<file path="src/hdl/ptq_fifo.sv">
// Small synchronous FIFO for any packed item type.
// Depends on nothing; used for the command queue and the result queue.
module ptq_fifo #(
   parameter int  DEPTH     = 2,
   parameter type item_type = logic
) (
   input  logic     clock,
   input  logic     reset,
   input  logic     push,
   input  item_type push_data,
   output logic     full,
   input  logic     pop,
   output item_type pop_data,
   output logic     empty
);

   localparam int IDX_W = (DEPTH > 1) ? $clog2(DEPTH) : 1;
   localparam int CNT_W = $clog2(DEPTH + 1);

   item_type           entry_ff [DEPTH];
   logic [IDX_W-1:0]   wr_idx_ff, wr_idx_in;
   logic [IDX_W-1:0]   rd_idx_ff, rd_idx_in;
   logic [CNT_W-1:0]   count_ff, count_in;
   logic               do_push, do_pop;

   assign full     = (count_ff == CNT_W'(DEPTH));
   assign empty    = (count_ff == '0);
   assign do_push  = push && !full;
   assign do_pop   = pop && !empty;
   assign pop_data = entry_ff[rd_idx_ff];

   always_comb begin
      wr_idx_in = wr_idx_ff;
      rd_idx_in = rd_idx_ff;
      count_in  = count_ff;
      if (do_push) begin
         wr_idx_in = (wr_idx_ff == IDX_W'(DEPTH - 1)) ? '0 : wr_idx_ff + 1'b1;
      end
      if (do_pop) begin
         rd_idx_in = (rd_idx_ff == IDX_W'(DEPTH - 1)) ? '0 : rd_idx_ff + 1'b1;
      end
      if (do_push && !do_pop) begin
         count_in = count_ff + 1'b1;
      end else if (do_pop && !do_push) begin
         count_in = count_ff - 1'b1;
      end
   end

   always_ff @(posedge clock) begin
      if (reset) begin
         wr_idx_ff <= '0;
         rd_idx_ff <= '0;
         count_ff  <= '0;
      end else begin
         wr_idx_ff <= wr_idx_in;
         rd_idx_ff <= rd_idx_in;
         count_ff  <= count_in;
      end
   end

   always_ff @(posedge clock) begin
      if (do_push) begin
         entry_ff[wr_idx_ff] <= push_data;
      end
   end

endmodule

</file>
<file path="config.mk">
export PLATFORM = sky130hd
export DESIGN_NAME = ptq_fifo
export DESIGN_NICKNAME = d
export VERILOG_FILES = /design/src/hdl/ptq_fifo.sv
export SDC_FILE = /design/constraint.sdc
export NUM_CORES = 1
export LEC_CHECK = 0
export ABC_AREA = 1
export BUFFER_PORTS_ARGS = -buffer_cell sky130_fd_sc_hd__buf_2
export CAP_MARGIN = 10
export CORE_AREA = 2 2 39 41
export CTS_BUF_LIST = sky130_fd_sc_hd__clkbuf_2 sky130_fd_sc_hd__clkbuf_4 sky130_fd_sc_hd__clkbuf_8
export DETAILED_ROUTE_END_ITERATION = 10
export DIE_AREA = 0 0 41 43
export GPL_TIMING_DRIVEN = 0
export PLACE_DENSITY = 0.54
export SLEW_MARGIN = 20
export SYNTH_ARGS = -nofsm -noshare
export SYNTH_HDL_FRONTEND = slang
export SYNTH_SLANG_ARGS = --single-unit
</file>
<file path="constraint.sdc">
create_clock -name clock -period 2.2 [get_ports clock]
set_clock_uncertainty 0.1 [all_clocks]
set_input_delay 0.11 -clock clock [delete_from_list [all_inputs] [get_ports clock]]
set_output_delay 0.11 -clock clock [all_outputs]
set_load 0.01 [all_outputs]
</file>
# Word level (Yosys, flattened, before mapping)
# Memory sizes are Yosys's and may differ from the RTL's. A register that Yosys moved wholly into a read port is not among the register bits.
# Index checks and enable logic that the tools add are counted.
op_classes:
  add_sub_neg: 4
  eq_ne: 1
  mux: 8
  reduce_logical: 10
op_table:
  columns: ["cell", "count"]
  rows:
  - ["$mux 1", 6]
  - ["$logic_and 1x1->1", 4]
  - ["$logic_not 1->1", 4]
  - ["$mux 2", 2]
  - ["$add 1x1->1 const B", 2]
  - ["$add 2x1->2 const B", 1]
  - ["$eq 2x2->1 const B", 1]
  - ["$logic_not 2->1", 1]
  - ["$reduce_bool 2->1", 1]
  - ["$sub 2x1->2 const B", 1]
word_totals:
  register_bits: 4
  mem_bits_rw: 2
  in_bits: 5
  out_inout_bits: 3
  wordCells: 27
  memories: 1
memory_table:
  columns: ["name", "words", "word_bits", "rd", "rd_ports_with_merged_regs", "write_ports", "line_no", "text"]
  rows:
  - ["entry_ff", 2, 1, 1, 1, 1, "20", "item_type entry_ff [DEPTH];"]

# Longest topological paths before layout
# Gate-level depths: netlist (run 1).
logic_depth:
  word_depth: 7
  ltp_mapped: 10

# Worst setup path after synthesis (run 1)
# No wires, ideal clock.
synth_timing:
  kind: "register -> register"
  start: "reg count_ff[1]"
  end: "reg count_ff[1]"
  setup_ns: 0.064
  t_arrival_ns: 1.224
  path_slack_ns: 0.813
  stages_incl_launch_ff: 10
  path_buffers: 0
  synth_period_minus_slack_ns: 1.387
  cell_sequence: "dfxtp_1 inv_2 o21ai_2 inv_2 ha_1 inv_1 nand3_1 nand2_1 inv_1 nor2_1"
synth_via:
  elab_chain_len: 6
  word_cells_on_any_way: 15
  classes_between: "add/sub: 2; eq/ne: 1; mux: 2; reduce/logical: 10"
synth_rtl:
  columns: ["item", "line_no", "text"]
  rows:
  - ["start, declared", "23", "logic [CNT_W-1:0] count_ff, count_in;"]
  - ["start signal, assigned", "57", "count_ff <= count_in;"]
  - ["$eq 2x2->1 / $logic_not 2->1 (equally long branches)", "26, 27", null]
  - ["$logic_not 1->1 (on tied branches)", "28, 29", null]
  - ["$logic_and 1x1->1 (on tied branches)", "28, 29", null]
  - ["$logic_not 1->1 (on tied branches)", "44, 42", null]
  - ["$logic_and 1x1->1 (on tied branches)", "44, 42", null]
  - ["$reduce_bool 2->1 (no source line) / $mux 2 (equally long branches)", null, null]
# Parallel ways exist; a longest one is shown, timed or not. The select of a mux whose other input is x is not followed.
# A chain may end at the register's enable or synchronous reset.

# Final worst setup path (run 1)
# Ends and elaborated chain as after synthesis.

==> metrics.md, run 1 <==
| Metric | Value |
|---|---|
| Status | finished clean |
| Tot GR Track Use | 0.0735 |
| First-pass GRT wire length | 862 um |
| CP Capture Type | register |
| Grt total ovfl | 0 |
| Rows | 14 |
| HPWL after detailed placement | 427 um |
| Post-synth EDFFs | 2 |
| Vert. Die Dim | 43 um |
| Pint | 0.000336 W |
| Synth area leaders | dfxtp_1 (31%), edfxtp_1 (19%), nor2_1 (10%) |
| # H-tree levels | 1 |
| Syn Nets | 46 |
| Leakage | 0.199 nW |
| Drt wl/cell | 7.35 um |
| Startpoint types | register |
| Deepest clock path buffer count | 2 |
| Combinational cell fraction of total power | 0.368 |
| TritonRoute pass-1 iters | 3 |
| Sequential share of power | 0.396 |
| Final setup fails | 0 |
| Clock sink count | 7 |
| Syn Area/Cell | 8.10 um2 |
| Clk pin slew, worst setup/hold paths | 0.05 ns |
| Met3 routed WL | 19 um |
| Cts repair resizes | 0 |
| Core Footprint | 0.00138 mm2 |
| Most instantiated library cell after synthesis | nor2_1 |
| Slew @ Worst Pin | 0.251 ns |
| IO Pins | 8 |
| Gate Count Post-Synth | 40 |
| Initial DRC Count | 4 |
| Switch Pwr | 0.000187 W |
| Antenna Violating Nets Remaining | 0 |
| Switching part of the total | 0.358 |
| Post-route DRC | 0 |
| Die Wd | 41 um |
| Fmax | 0.665 GHz |
| Crit Path Max Fanout | 4 |
| Vias per cell | 3.82 |
| Type of the worst setup path | reg2reg |
| Number of nets in the layout | 59 |
| DR top layer | met3 |
| RSZ-0062 raised after global routing | no |
| Synth-to-Final Area Change | 29.3% |
| Post-Syn Area | 324 um2 |
| Required time of the worst setup path | 2.29 ns |
| Final Hold Vio Count | 0 |
| Top post-synthesis cells by count | nor2_1 (9), inv_1 (6), dfxtp_1 (5) |
| FFs w/ async S/R, synth | 0 |
| Register bit total from synthesis | 7 |
| Layout cells sized above 1 | 0.346 |
| Vias in the first global route | 240 |
| Max Cap Viol | 0 |
| Final min period | 1.50 ns |
| Final setup TNS | 0 ns |
| CTS Buf Count | 3 |
| WL met1 | 250 um |
| Clk_lat worst skew | 0.24 ns |
| Worst min path class | in2reg |
| IO buf count | 7 |
| Die area | 0.00176 mm2 |
| CTS root buf | clkbuf_4 |
| Starting Density | 0.234 |
| P per Cell Area | 1250 mW/mm2 |
| Maximum VDD drop | 0.000270 V |
| Clk pwr share | 0.236 |
| Top_reg_cell synth | dfxtp_1 |
| N_diodes | 0 |
| Via Count | 260 |
| Number of fill cells | 149 |
| Placer congestion estimate | 0.675 |
| Worst slew margin | 0.833 |
| Worst endpoint data arrival time | 1.59 ns |
| Yosys warns | 0 |
| Total Wirelength | 500 um |
| Synth top area share | 0.309 |
| Max-slew violations | 0 |
| Pin count of the biggest net entering global routing | 7 |
| Metal2 WL | 230 um |
| Sequential-to-total area share from yosys stat | 0.494 |
| CTS tree | built |
| Pwr Total | 0.000523 W |
| Largest area contributor in the netlist | dfxtp_1 |
| Yosys cell types | 16 |
| Initial antenna violation count | 0 |
| Tcrit/Tclk final | 0.683 |
## final cells by class
type,instances,area (um2),area share
clock buffer,4,30.0,0.0716
inverter,9,33.8,0.0806
multi-input combinational,24,130,0.310
sequential,7,160,0.382
tap,16,20.0,0.0478
timing repair buffer,8,45.0,0.107
## power by group through the flow
| stage | logic [W] | registers, W | clock network (W) |
|---|---|---|---|
| floorplan | 0.000150 | 0.000201 | 0 |
| global placement | 0.000193 | 0.000208 | 0 |
| detailed placement | 0.000195 | 0.000209 | 0 |
| CTS | 0.000196 | 0.000206 | 0.000128 |
| global route | 0.000231 | 0.000210 | 0.000136 |
| finish | 0.000193 | 0.000207 | 0.000123 |
## worst paths after layout
check	cells after the start	endpoint	slack, ns	start
max	9	count_ff[1]$_SDFFE_PP0P_	0.70	count_ff[1]$_SDFFE_PP0P_
min	4	count_ff[1]$_SDFFE_PP0P_	0.04	reset
max reg2reg	9	count_ff[1]$_SDFFE_PP0P_	0.70	count_ff[1]$_SDFFE_PP0P_
min reg2reg	2	wr_idx_ff$_SDFFE_PP0N_	0.41	wr_idx_ff$_SDFFE_PP0N_
## cells in the final DEF (no fill, tap or decap)
cell and n:
nor2_1 9, buf_2 7, inv_1 6, dfxtp_1 5, clkbuf_4 4, inv_2 3, nand2_1 3, o21ai_2 2
o21ai_0 2, edfxtp_1 2, mux2_2 1, a21oi_1 1, and2_1 1, o21ai_1 1, nand2_2 1, nand3_1 1
nand4_1 1, ha_1 1, dlygate4sd3_1 1
## metal layers
metal	global-route usage	vias up
li1	-	151
met1	0.0877	105
met2	0.106	4
met3	0.0157	0
met4	0.0600	0
met5	0	-
## cell families after synthesis
family,share of synthesized area
AND/OR/NAND/NOR,0.212
buffers and inverters,0.104
flip-flops,0.494
AO/OA/AOI/OAI,0.116
multiplexers,0.0347
adder cells (fa/ha/maj),0.0386
## stage by stage
step           hold slack (ns)  cell area [um2]  instances  utilization  setup slack (ns)
3_5_place_dp             0.209              379         63        0.274             0.705
5_1_grt                 0.0648              419         68        0.303             0.533
2_1_floorplan            0.109              324         40            -             0.813
3_3_place_gp             0.208              379         63        0.274             0.711
4_1_cts                 0.0372              419         68        0.303             0.691
6_report                0.0427              419         68        0.303             0.697
## critical path, cell delays in order, from the launching register on
cell and delay, ns:
dfxtp_1 0.41, inv_2 0.07, o21ai_2 0.19, inv_2 0.06, ha_1 0.29, inv_1 0.08, nand3_1 0.07, nand2_1 0.05
inv_1 0.03, nor2_1 0.08
## timing repair
item / in CTS / in global routing
hold buffers: 1 / 0
endpoints found under the hold margin: 2 / 0
setup buffers: 0 / 0
No activity file was read; power rests on OpenSTA's default activity.
==> run 2, diff against run 1 <==
- clock period: 2.2 -> 1.4 ns (I/O delays scaled with it)
==> metrics.md, run 2 (synthesis gave the netlist of run 1 again) <==
| Metric | Value |
|---|---|
| Most crowded layer after global routing | met2 |
| Final Hold Vio Count | 0 |
| Pwr Total | 0.000901 W |
| Pin count of the biggest net entering global routing | 7 |
| Hold_sp | push |
| Die Wd | 41 um |
| Register Area | 165 um2 |
| Post-DP Area | 379 um2 |
| Via Count | 279 |
| Tcrit/Tclk final | 0.940 |
| Worst min path class | in2reg |
| R2R setup slack | 0.08 ns |
| Placer congestion estimate | 0.675 |
| Post-route DRC | 0 |
| Worst endpoint data arrival time | 1.36 ns |
| Clock sink count | 7 |
| CTS root buf | clkbuf_4 |
| Initial antenna violation count | 0 |
| Tot GR Track Use | 0.0765 |
| Clk_lat worst skew | 0.24 ns |
| M3 GR Usage | 0.0157 |
| Die area | 0.00176 mm2 |
| CP Capture Type | register |
| Core Footprint | 0.00138 mm2 |
| N_diodes | 0 |
| GR Util met2 | 0.119 |
| Crit path launch | count_ff[1]$_SDFFE_PP0P_ |
| Switching part of the total | 0.361 |
| Synth-to-Final Area Change | 43.2% |
| IO Pins | 8 |
| RSZ-0062 raised after global routing | no |
| Grt total ovfl | 0 |
| Vert. Die Dim | 43 um |
| # H-tree levels | 1 |
| Antenna Violating Nets Remaining | 0 |
| Deepest clock path buffer count | 2 |
| Drt wl/cell | 7.91 um |
| P per Cell Area | 1940 mW/mm2 |
| Post-Layout Cell Count | 70 |
| Status | finished clean |
| IO buf count | 7 |
| Crit Path Max Fanout | 4 |
| Initial DRC Count | 10 |
| Pint | 0.000576 W |
| CTS tree | built |
| Hold Crit Depth | 5 |
| Number of fill cells | 143 |
| Area of the multi-input gates | 150 um2 |
| Most frequent cells in the layout | nor2_1 (9), buf_2 (7), inv_1 (5) |
| Vias in the first global route | 250 |
| Endpoint, Worst Hold | wr_idx_ff$_SDFFE_PP0N_ |
| CTS Buf Count | 3 |
| Final setup fails | 0 |
| Total Wirelength | 554 um |
| Number of nets in the layout | 61 |
| Final min period | 1.32 ns |
| Starting Density | 0.234 |
| First-pass GRT wire length | 897 um |
| Most common cell after layout, fill and taps aside | nor2_1 |
| Clk pwr share | 0.215 |
| Slew @ Worst Pin | 0.214 ns |
| Rows | 14 |
| Fmax | 0.760 GHz |
| Switch Pwr | 0.000325 W |
| Max-slew violations | 0 |
| Startpoint types | register |
| Reg2Reg Depth | 9 |
| TritonRoute pass-1 iters | 2 |
| Leakage | 0.210 nW |
| Required time of the worst setup path | 1.44 ns |
| Type of the worst setup path | reg2reg |
| Vias per cell | 3.99 |
| Worst slew margin | 0.856 |
| Clk pin slew, worst setup/hold paths | 0.05 ns |
| GR Util met1 | 0.0844 |
| Worst R2R End | count_ff[1]$_SDFFE_PP0P_ |
| Reg2reg start | count_ff[1]$_SDFFE_PP0P_ |
| HPWL after detailed placement | 427 um |
| Layout cells sized above 1 | 0.426 |
| Max Cap Viol | 0 |
| Finished Cell Area | 464 um2 |
| Combinational cell fraction of total power | 0.400 |
| Maximum VDD drop | 0.000463 V |
| Post-Place Cells | 63 |
| Sequential share of power | 0.385 |
## run 2: metrics by stage
| stage | setup slack, ns | utilization | TNS, ns | hold WS (ns) |
|---|---|---|---|---|
| after floorplan | 0.0126 | - | 0 | 0.0689 |
| after global placement | -0.0895 | 0.274 | -0.131 | 0.168 |
| after detailed placement | -0.0953 | 0.274 | -0.149 | 0.169 |
| after CTS | 0.00206 | 0.325 | 0 | 0.0745 |
| after global routing | 0.00777 | 0.335 | 0 | 0.125 |
| final | 0.0842 | 0.335 | 0 | 0.112 |
## run 2: routing by layer
metal | up-vias | part of all wire
met1 | 121 | 0.49
met3 | 0 | 0.027
met2 | 4 | 0.48
met5 | - | 0
met4 | 0 | 0
li1 | 154 | -
## run 2: timing repair
item                       4_1_cts  5_1_grt
resized for setup                4        3
pin swaps                        1        4
hold endpoints to repair         3        0
buffers inserted                 1        0
setup endpoints to repair        2        2
hold buffers                     2        0
## run 2: area by class of cell
type	instances	area share
sequential	7	0.356
multi-input combinational	24	0.323
clock buffer	4	0.0647
timing repair buffer	10	0.135
inverter	9	0.0782
tap	16	0.0431
## run 2: critical path, stage by stage, from the launching register on
cell     delay, ns
dfxtp_4       0.37
inv_4         0.04
o21ai_4       0.13
inv_2         0.07
ha_4          0.27
inv_2         0.03
nand3_1       0.07
nand2_1       0.05
inv_1         0.05
nor2_1        0.03
## run 2: worst max path at each step
stage | end | slack, ns
4_1_cts | count_ff[1]$_SDFFE_PP0P_ | 0.002
2_1_floorplan | count_ff[1]$_SDFFE_PP0P_ | 0.01
3_3_place_gp | count_ff[1]$_SDFFE_PP0P_ | -0.09
5_1_grt | count_ff[1]$_SDFFE_PP0P_ | 0.008
6_report | count_ff[1]$_SDFFE_PP0P_ | 0.08
3_5_place_dp | count_ff[1]$_SDFFE_PP0P_ | -0.1
## run 2: power groups by stage
| stage | clock (W) | sequential [W] | combinational [W] |
|---|---|---|---|
| 5_1_grt | 0.000214 | 0.000352 | 0.000422 |
| 6_report | 0.000194 | 0.000347 | 0.000361 |
| 3_3_place_gp | 0 | 0.000327 | 0.000304 |
| 2_1_floorplan | 0 | 0.000315 | 0.000236 |
| 4_1_cts | 0.000201 | 0.000340 | 0.000331 |
| 3_5_place_dp | 0 | 0.000329 | 0.000306 |
